File: config.mk
export PLATFORM = sky130hd
export DESIGN_NAME = double_ended_queue_core
export DESIGN_NICKNAME = d
export VERILOG_FILES = /design/src/rtl/deq_pkg.sv /design/src/rtl/deq_ram.sv /design/src/rtl/deq_ptr.sv /design/src/rtl/double_ended_queue_core.sv
export SDC_FILE = /design/constraint.sdc
export NUM_CORES = 1
export LEC_CHECK = 0
export BUFFER_PORTS_ARGS = -buffer_cell sky130_fd_sc_hd__buf_2
export CAP_MARGIN = 25
export CELL_PAD_IN_SITES_DETAIL_PLACEMENT = 1
export CELL_PAD_IN_SITES_GLOBAL_PLACEMENT = 1
export CORE_AREA = 2 2 210 253
export CTS_CLUSTER_SIZE = 30
export DETAILED_ROUTE_END_ITERATION = 8
export DIE_AREA = 0 0 212 255
export PLACE_DENSITY = 0.85
export SYNTH_ARGS = -nofsm -noshare
export SYNTH_HDL_FRONTEND = slang
export SYNTH_SLANG_ARGS = --single-unit
File: constraint.sdc
create_clock -name clock -period 4.2 [get_ports clock]
set_input_delay 1.05 -clock clock [delete_from_list [all_inputs] [get_ports clock]]
set_output_delay 1.05 -clock clock [all_outputs]
set_load 0.005 [all_outputs]
File: src/rtl/deq_pkg.sv
// Shared types and constants for the double-ended queue core.
// Depends on nothing; every rtl file but deq_ram refers to it by scoped names.

package deq_pkg;

   // Default number of ring slots.
   localparam int CAPACITY_DEFAULT = 16;

   // Widths fixed by the channel payloads.
   localparam int WORD_W = 32;
   localparam int OCC_W  = 5;

   typedef enum logic [1:0] {
      OP_PUSH_FRONT = 2'd0,
      OP_PUSH_REAR  = 2'd1,
      OP_POP_FRONT  = 2'd2,
      OP_POP_REAR   = 2'd3
   } op_type;

   typedef enum logic [1:0] {
      STAT_OK    = 2'd0,
      STAT_EMPTY = 2'd1,
      STAT_FULL  = 2'd2
   } status_type;

   typedef struct packed {
      op_type                     operation;
      logic signed [WORD_W-1:0]   push_value;
   } req_type;

   typedef struct packed {
      logic signed [WORD_W-1:0]   pop_value;
      status_type                 status;
      logic [OCC_W-1:0]           occupancy;
   } rsp_type;

   // Outcome of one request as decided by the pointer unit.
   typedef struct packed {
      status_type          status;
      logic [OCC_W-1:0]    occupancy;
      logic                pop_ok;
      logic                wr_en;
      logic                rd_en;
   } decision_type;

endpackage

File: src/rtl/deq_ram.sv
// Generic single-clock RAM with one write port and one registered read port.
// Depends on nothing.

module deq_ram #(
   parameter int WIDTH = 32,
   parameter int DEPTH = 16
) (
   input  logic                       clock,
   input  logic                       wr_en,
   input  logic [$clog2(DEPTH)-1:0]   wr_addr,
   input  logic [WIDTH-1:0]           wr_data,
   input  logic                       rd_en,
   input  logic [$clog2(DEPTH)-1:0]   rd_addr,
   output logic [WIDTH-1:0]           rd_data
);

   logic [WIDTH-1:0] mem_ff [DEPTH];
   logic [WIDTH-1:0] rd_data_ff;

   always_ff @(posedge clock) begin
      if (wr_en) begin
         mem_ff[wr_addr] <= wr_data;
      end
      // The read data holds until the next read is issued.
      if (rd_en) begin
         rd_data_ff <= mem_ff[rd_addr];
      end
   end

   assign rd_data = rd_data_ff;

endmodule

File: src/rtl/deq_ptr.sv
// Front pointer, rear pointer and occupancy count of the ring, plus the
// per-request decision logic. Depends on deq_pkg.

module deq_ptr #(
   parameter int CAPACITY = deq_pkg::CAPACITY_DEFAULT
) (
   input  logic                          clock,
   input  logic                          reset,
   input  logic                          accept,
   input  deq_pkg::op_type               operation,
   output logic [$clog2(CAPACITY)-1:0]   mem_addr,
   output deq_pkg::decision_type         decision
);

   localparam int PTR_W = $clog2(CAPACITY);
   localparam int CNT_W = $clog2(CAPACITY + 1);
   localparam logic [PTR_W-1:0] LAST_SLOT = PTR_W'(CAPACITY - 1);
   localparam logic [CNT_W-1:0] FULL_COUNT = CNT_W'(CAPACITY);

   logic [PTR_W-1:0] front_ff, front_in;
   logic [PTR_W-1:0] rear_ff, rear_in;
   logic [CNT_W-1:0] count_ff, count_in;

   logic [PTR_W-1:0] front_next, front_prev, rear_next, rear_prev;
   logic             is_full, ring_empty;

   assign front_next = (front_ff == LAST_SLOT) ? '0 : front_ff + 1'b1;
   assign front_prev = (front_ff == '0) ? LAST_SLOT : front_ff - 1'b1;
   assign rear_next  = (rear_ff == LAST_SLOT) ? '0 : rear_ff + 1'b1;
   assign rear_prev  = (rear_ff == '0) ? LAST_SLOT : rear_ff - 1'b1;
   assign is_full    = (count_ff == FULL_COUNT);
   assign ring_empty = (count_ff == '0);

   always_comb begin
      front_in          = front_ff;
      rear_in           = rear_ff;
      count_in          = count_ff;
      mem_addr          = front_ff;
      decision.status   = deq_pkg::STAT_OK;
      decision.pop_ok   = 1'b0;
      decision.wr_en    = 1'b0;
      decision.rd_en    = 1'b0;
      unique case (operation)
         deq_pkg::OP_PUSH_FRONT: begin
            mem_addr = front_prev;
            if (is_full) begin
               decision.status = deq_pkg::STAT_FULL;
            end else begin
               decision.wr_en = 1'b1;
               front_in       = front_prev;
               count_in       = count_ff + 1'b1;
            end
         end
         deq_pkg::OP_PUSH_REAR: begin
            mem_addr = rear_ff;
            if (is_full) begin
               decision.status = deq_pkg::STAT_FULL;
            end else begin
               decision.wr_en = 1'b1;
               rear_in        = rear_next;
               count_in       = count_ff + 1'b1;
            end
         end
         deq_pkg::OP_POP_FRONT: begin
            mem_addr = front_ff;
            if (ring_empty) begin
               decision.status = deq_pkg::STAT_EMPTY;
            end else begin
               decision.rd_en  = 1'b1;
               decision.pop_ok = 1'b1;
               front_in        = front_next;
               count_in        = count_ff - 1'b1;
            end
         end
         deq_pkg::OP_POP_REAR: begin
            mem_addr = rear_prev;
            if (ring_empty) begin
               decision.status = deq_pkg::STAT_EMPTY;
            end else begin
               decision.rd_en  = 1'b1;
               decision.pop_ok = 1'b1;
               rear_in         = rear_prev;
               count_in        = count_ff - 1'b1;
            end
         end
         default: begin
            mem_addr = front_ff;
         end
      endcase
      // Memory strobes only fire for an accepted request.
      decision.wr_en     = decision.wr_en & accept;
      decision.rd_en     = decision.rd_en & accept;
      decision.occupancy = deq_pkg::OCC_W'(count_in);
   end

   always_ff @(posedge clock) begin
      if (reset) begin
         front_ff <= '0;
         rear_ff  <= '0;
         count_ff <= '0;
      end else if (accept) begin
         front_ff <= front_in;
         rear_ff  <= rear_in;
         count_ff <= count_in;
      end
   end

endmodule

File: src/rtl/double_ended_queue_core.sv
// Top level of the double-ended queue core: request/response channels,
// pointer unit and slot memory. Depends on deq_pkg, deq_ptr and deq_ram.

// The core holds up to CAPACITY signed 32-bit words in a ring of memory slots
// and serves four requests: push at the front, push at the rear, pop from the
// front and pop from the rear. Every accepted request produces exactly one
// response transfer carrying the popped word (zero unless a pop succeeded),
// a status (ok, pop from empty, push into full) and the number of stored
// words after the request, reported in 5 bits so that it wraps for a
// capacity above 31. A failed request leaves the queue untouched. One
// request can be accepted every clock cycle while the request side does not
// stall; its response passes through the registered read of the slot memory
// and then the response register. A push writes its slot in the cycle it is
// accepted, so a pop accepted in the very next cycle already reads the new
// word. The slot memory needs no clearing after reset, because a pop only
// reads a slot that an earlier push wrote. The request side stalls only when
// the response register is full, stalled, and the memory stage behind it
// also holds a result.

module double_ended_queue_core #(
   parameter int CAPACITY = deq_pkg::CAPACITY_DEFAULT
) (
   input  logic              clock,
   input  logic              reset,
   input  logic              req_valid,
   output logic              req_stall,
   input  deq_pkg::req_type  req_payload,
   output logic              rsp_valid,
   input  logic              rsp_stall,
   output deq_pkg::rsp_type  rsp_payload
);

   localparam int ADDR_W = $clog2(CAPACITY);

   logic                    accept;
   logic                    advance;
   logic [ADDR_W-1:0]       mem_addr;
   deq_pkg::decision_type   decision;
   logic [deq_pkg::WORD_W-1:0] rd_data;

   // The memory stage holds the decision of the request whose read is in
   // flight; the response register holds the finished transfer.
   logic                    s1_valid_ff, s1_valid_in;
   deq_pkg::decision_type   s1_info_ff;
   logic                    rsp_valid_ff, rsp_valid_in;
   deq_pkg::rsp_type        rsp_payload_ff, rsp_payload_in;

   // The memory stage moves on whenever the response register is free or is
   // being emptied in this cycle.
   assign advance   = s1_valid_ff & (~rsp_valid_ff | ~rsp_stall);
   assign req_stall = s1_valid_ff & ~advance;
   assign accept    = req_valid & ~req_stall;

   deq_ptr #(
      .CAPACITY (CAPACITY)
   ) u_ptr (
      .clock     (clock),
      .reset     (reset),
      .accept    (accept),
      .operation (req_payload.operation),
      .mem_addr  (mem_addr),
      .decision  (decision)
   );

   // A read is only issued together with an accepted request, which in turn
   // requires the memory stage to drain, so the read data stays put while
   // the memory stage waits.
   deq_ram #(
      .WIDTH (deq_pkg::WORD_W),
      .DEPTH (CAPACITY)
   ) u_slots (
      .clock   (clock),
      .wr_en   (decision.wr_en),
      .wr_addr (mem_addr),
      .wr_data (req_payload.push_value),
      .rd_en   (decision.rd_en),
      .rd_addr (mem_addr),
      .rd_data (rd_data)
   );

   always_comb begin
      s1_valid_in              = accept | (s1_valid_ff & ~advance);
      rsp_valid_in             = advance | (rsp_valid_ff & rsp_stall);
      rsp_payload_in.pop_value = s1_info_ff.pop_ok ? rd_data : '0;
      rsp_payload_in.status    = s1_info_ff.status;
      rsp_payload_in.occupancy = s1_info_ff.occupancy;
   end

   always_ff @(posedge clock) begin
      if (reset) begin
         s1_valid_ff  <= 1'b0;
         rsp_valid_ff <= 1'b0;
      end else begin
         s1_valid_ff  <= s1_valid_in;
         rsp_valid_ff <= rsp_valid_in;
      end
      if (accept) begin
         s1_info_ff <= decision;
      end
      if (advance) begin
         rsp_payload_ff <= rsp_payload_in;
      end
   end

   assign rsp_valid   = rsp_valid_ff;
   assign rsp_payload = rsp_payload_ff;

endmodule
==> results of run 1 <==
## cell families after synthesis
| kind of cell | count (synthesis) |
|---|---|
| mux | 100 |
| buf+inv | 119 |
| flops | 606 |
| xor+xnor | 9 |
| fa+ha+maj | 6 |
| compound gates | 272 |
| simple gates | 614 |
## worst max-delay path, stage by stage (launching register included)
cell	delay [ps]
dfxtp_1	550
inv_1	150
ha_1	390
inv_1	50
mux4_4	650
buf_12	270
buf_4	360
nand2_1	150
nand3_1	140
a32oi_1	350
nand3_1	150
## cell usage after synthesis, types with 4 or more instances
| library cell | instances | area share |
|---|---|---|
| nand3_1 | 106 | 0.022 |
| nand2_1 | 407 | 0.063 |
| nor2_1 | 41 | 0.0064 |
| buf_6 | 15 | 0.0070 |
| o21ai_0 | 49 | 0.010 |
| dfxtp_1 | 15 | 0.012 |
| a32oi_1 | 32 | 0.012 |
| ha_1 | 6 | 0.0031 |
| and2_1 | 34 | 0.0088 |
| nor3_1 | 6 | 0.0012 |
| buf_2 | 48 | 0.010 |
| edfxtp_1 | 591 | 0.74 |
| xnor2_1 | 7 | 0.0025 |
| buf_4 | 6 | 0.0019 |
| mux2i_1 | 96 | 0.040 |
| inv_1 | 15 | 0.0023 |
| a21oi_1 | 142 | 0.030 |
| clkbuf_1 | 32 | 0.0050 |
| o21ai_1 | 26 | 0.0054 |
| a211oi_1 | 4 | 0.0012 |
## stage by stage
stage          TNS [ps]   util  cells
2_1_floorplan      -112      -   1726
3_3_place_gp          0  0.491   2452
3_5_place_dp          0  0.491   2452
4_1_cts               0  0.526   2554
5_1_grt               0  0.526   2555
6_report              0  0.526   2556
## cells in the final DEF, fill, tap and decap left out, drive strengths merged, types with 6 or more instances in the layout
cell	instances
a21oi	142
inv	17
nor2	41
clkbuf	73
edfxtp	591
nor3	7
and2	34
mux2i	96
dfxtp	15
ha	6
buf	124
bufinv	6
a32oi	32
xnor2	7
o21ai	75
nand3	106
nand2	407
clkinv	22
## area by class of cell
class                   count  area, um^2  area share
clock inverters            29         320      0.0117
diodes                      2        5.00    0.000183
repair buffers            124         948      0.0347
flip-flops and latches    606       18000       0.661
multi-input cells        1001        5550       0.203
inverters                  16        60.1     0.00220
clock buffers              73        1480      0.0544
well taps                 705         882      0.0323
## power groups by stage
stage	Clock, W	Combinational, W	Sequential, W
floorplan	0	0.00115	0.00702
global placement	0	0.00162	0.00703
detailed placement	0	0.00174	0.00705
CTS	0.00513	0.00178	0.00692
global route	0.00533	0.00192	0.00693
finish	0.00509	0.00178	0.00692
## state kept, by name, summed over array words and instances (netlist names)
name,cells
rsp_payload,39
rsp_payload_in,7
rsp_valid,1
s1_info_ff,1
s1_valid_ff,1
u_ptr.count_ff,5
u_ptr.front_ff,4
u_ptr.rear_ff,4
u_slots.mem_ff,512
u_slots.rd_data,32
## final timing paths
path | from | end | slack [ps]
setup / recovery | u_ptr.front_ff[0]$_SDFFE_PP0P_ | u_slots.rd_data[26]$_DFFE_PP_ | 610
hold / removal | rsp_payload_in[2]$_DFFE_PP_ | rsp_payload[2]$_DFFE_PP_ | 420
setup reg to reg | u_ptr.front_ff[0]$_SDFFE_PP0P_ | u_slots.rd_data[26]$_DFFE_PP_ | 610
hold reg to reg | rsp_payload_in[2]$_DFFE_PP_ | rsp_payload[2]$_DFFE_PP_ | 420
## routing by layer
metal  up-vias  part of all wire  track usage
li1       6500                 -            -
met1      7681              0.38        0.296
met2       694              0.51        0.430
met3       208             0.059       0.0344
met4         2             0.052        0.128
met5         -           0.00020            0
==> impl_metrics.tcl, run 1 <==
set metrics [dict create \
    whs_ps 420 \
    grt_max_degree 195 \
    cp_data_arrival_time_ps 3910 \
    cp_max_fo 92 \
    cp-end-kind "flip-flop" \
    outcome "finished clean" \
    fp-row-count 92 \
    path_clk_slew_ps 70 \
    total_leakage_power_nw 9.42 \
    synthAdderAreaFrac 0.00312 \
    min_path_cells 0 \
    worst_pin_slew_ps 931 \
    dr.pass1.iters 5 \
    synth_ff_type "edfxtp_1" \
    vias 15085 \
    drive_above_1_share 0.128 \
    synth_area_per_cell_um2 13.9 \
    hold_class "flip-flop to flip-flop" \
    die_w_um 212 \
    clock_path_buffers 3 \
    fin_skew_ps 19.0 \
    nets 1848 \
    yosys.area_share.xor_xnor 0.00327 \
    switching_share 0.258 \
    core-area_um2 51900 \
    synth_compound_area_frac 0.0655 \
    cp-start-kind "flip-flop" \
    wl_mm 66.5 \
    cts_resized 0 \
    yosys.area_share.simple 0.109 \
    ctsHoldBuffers 0 \
    yosysUniqueCellTypes 53 \
    routedWlPerCell_um 26.0 \
    ys_seq_area_frac 0.750 \
    finalMaxSlewViolations 0 \
    worstRegToRegCells 10 \
    drc 0 \
    fillers 5021 \
    slew_headroom 0.379 \
    grt_pass1_vias 16030 \
    syn-cell-area_um2 24100 \
    final_hold_viol_count 0 \
    dr.first_iter.drc_count 1486 \
    async_flop_share 0 \
    pwr-share-clk 0.369 \
    p_total_w 0.0138 \
    dp_hpwl_mm 37.4 \
    comb_power_share 0.129 \
    grt_usage 0.246 \
    initial_core_util 0.464 \
    gp_congestion 0.807 \
    antenna_found_initial 2 \
    port-buffer-count 78 \
    dieHeight_um 255 \
    power_density_nw_per_um2 505 \
    cts_made_buffers 55 \
    synth_top_family_by_area "simple AND/OR/NAND/NOR gates" \
    cts_root_buf "clkbuf_16" \
    htree_num_levels 2 \
    ys_seq_elements 606 \
    finalCriticalPeriod_ps 3590 \
    rsz0062_at_grt "no" \
    synth_edf_count 591 \
    grt_pass1_wl_mm 98.5 \
    placed_area_um2 25500 \
    clkLatencyLatePin_ps 610 \
    yosysWarnings 0 \
    synthMuxAreaShare 0.0427 \
    final-setup-viol-count 0 \
    fmax_ghz 0.279 \
    min_period_over_period 0.854 \
    die_area_um2 54100 \
    grt_overflow 0 \
    p_sw_w 0.00355 \
    maxCapViolCount 0 \
    syn_nets 1770 \
    cts_tree "built" \
    post_cts.repair.setup_buffers 0 \
    setup_ws_ps 613 \
    intPower_w 0.0102 \
    crit_type "flip-flop to flip-flop" \
    final_antenna_net_count 0 \
    syn_inst 1726 \
    ioPinCount 79 \
    p_seq_frac 0.502 \
    vdd_drop_max_mv 0.322 \
    cts_sinks 606 \
    preCtsSetupSlack_ps 324 \
    final_area_um2 27300 \
    synthToLayoutAreaGrowth_pct 13.4 \
    viasPerCell 5.90 \
    required_ps 4530 \
]
No activity file was read; power rests on OpenSTA's default activity.
==> inputs of run 2 (changes only) <==
==> constraint.sdc (replaced) <==
create_clock -name clock -period 4.2 [get_ports clock]
set_input_delay 0.63 -clock clock [delete_from_list [all_inputs] [get_ports clock]]
set_output_delay 0.63 -clock clock [all_outputs]
set_load 0.005 [all_outputs]
==> run 2 against run 1 <==
  * Via count increased by 1.3%
  * Clock skew rose by 11 ps
  * Setup slack gained 65 ps
  * Sequential power is essentially flat
  * Non-clock buffer count is 6 lower
  * Utilization down 0.12 points
  * Largest cell class unchanged
  * Largest power group unchanged
==> impl_metrics.tcl, run 2 (same netlist as run 1, synthesis figures left out) <==
set metrics [dict create \
    min_period_over_period 0.838 \
    wl_mm 68.9 \
    dr.first_iter.drc_count 1664 \
    fin_cells 2554 \
    dp.cells 2445 \
    multi_input_area_um2 5550 \
    drive_above_1_share 0.126 \
    final_antenna_net_count 0 \
    grt_pass1_wl_mm 101 \
    placed_area_um2 25400 \
    crit_type "flip-flop to flip-flop" \
    final_area_um2 27200 \
    cts_resized 0 \
    final_cell_mix "edfxtp_1, nand2_1, a21oi_1" \
    nets 1843 \
    grt_overflow 0 \
    maxCapViolCount 0 \
    fin_skew_ps 30.3 \
    drc 0 \
    cp_max_fo 23 \
    grt_pass1_vias 16312 \
    path_buf_inv 2 \
    ctsHoldBuffers 0 \
    crit_slowest_cell "nor2_4" \
    htree_num_levels 2 \
    gp_congestion 0.820 \
    post_cts.repair.setup_buffers 0 \
    slew_headroom 0.284 \
    path_clk_slew_ps 60 \
    fp-row-count 92 \
    die_area_um2 54100 \
    cts_tree "built" \
    dp_hpwl_mm 35.6 \
    seqCellArea_um2 18000 \
    vias 15283 \
    p_total_w 0.0137 \
    clock_path_buffers 3 \
    antenna_found_initial 4 \
    final_common_cell "edfxtp_1" \
    critPathMaxStageDelay_ps 930 \
    tns_ps 0 \
    dieHeight_um 255 \
    cp-start-kind "flip-flop" \
    fillers 5039 \
    final-setup-viol-count 0 \
    port-buffer-count 78 \
    cp_cell_sequence "inv_1, ha_1, o21bai_1, a21oi_1, o2111ai_1, nor2_4, buf_4, a32oi_1, nand3_1" \
    outcome "finished clean" \
    finalCriticalPeriod_ps 3520 \
    synthToLayoutAreaGrowth_pct 13.1 \
    clkLatencyLatePin_ps 620 \
    final_hold_viol_count 0 \
    largest_register_ffs 512 \
    finalMaxSlewViolations 0 \
    power_density_nw_per_um2 505 \
    crit_family "simple AND/OR/NAND/NOR gates" \
    cts_made_buffers 56 \
    rsz0062_at_grt "no" \
    initial_core_util 0.464 \
    grt_usage 0.255 \
    cp_data_arrival_time_ps 3970 \
    dr.pass1.iters 5 \
    fin_util 0.525 \
    ioPinCount 79 \
    viasPerCell 5.98 \
    cts_root_buf "clkbuf_16" \
    fmax_ghz 0.284 \
    total_leakage_power_nw 9.36 \
    die_w_um 212 \
    grt_max_degree 195 \
    vdd_drop_max_mv 0.393 \
    cts_sinks 606 \
    hold_class "input pin to flip-flop" \
    worst_pin_slew_ps 1070 \
    cp-end-kind "flip-flop" \
    top_register "u_slots.mem_ff" \
    routedWlPerCell_um 27.0 \
    required_ps 4650 \
    core-area_um2 51900 \
]
run 2: changes by cell type in the layout (fill, tap and decap cells not counted), sizes merged:
cell,previous run,this run
clkinvlp,0,5
bufinv,6,5
clkinv,22,24
diode,2,4
buf,124,118
inv,17,18
clkbuf,73,68
run 2: routing by layer:
| layer | vias up | share of wire | wire, um | GRT usage |
|---|---|---|---|---|
| li1 | 6480 | - | - | - |
| met1 | 7764 | 0.36 | 25100 | 0.298 |
| met2 | 820 | 0.52 | 35600 | 0.447 |
| met3 | 219 | 0.074 | 5080 | 0.0458 |
| met4 | 0 | 0.046 | 3190 | 0.136 |
| met5 | - | 0 | 0 | 0 |
run 2: area by class of cell:
class,instances,area share
flip-flops and latches,606,0.663
clock inverters,36,0.0118
inverters,16,0.00221
clock buffers,68,0.0539
diodes,4,0.000368
repair buffers,118,0.0330
well taps,705,0.0324
multi-input cells,1001,0.204
run 2: stage by stage:
stage                     setup slack [ps]  hold WS (ps)
after floorplan                        220           400
after global placement                 857           401
after detailed placement               778           408
after CTS                              836           253
after global routing                   650           293
final                                  679           276
run 2: worst paths after layout:
kind	from	endpoint	slack (ps)	cells after the start
max reg2reg	u_ptr.rear_ff[0]$_SDFFE_PP0P_	u_slots.rd_data[8]$_DFFE_PP_	680	9
max	u_ptr.rear_ff[0]$_SDFFE_PP0P_	u_slots.rd_data[8]$_DFFE_PP_	680	9
min reg2reg	rsp_payload_in[1]$_DFFE_PP_	rsp_payload[1]$_DFFE_PP_	430	0
min	req_valid	s1_valid_ff$_SDFF_PP0_	280	3
run 2: worst min-delay path, stage by stage:
cell and delay (ps):
buf_2 100, inv_1 50, a21oi_1 50
run 2: power by group:
group	total [W]	leakage (nW)	internal [W]	switching, W
sequential	0.00691	5.49	0.00684	0.0000685
clock	0.00506	0.862	0.00280	0.00226
combinational	0.00178	3.01	0.000518	0.00126
total	0.0137	9.36	0.0102	0.00359
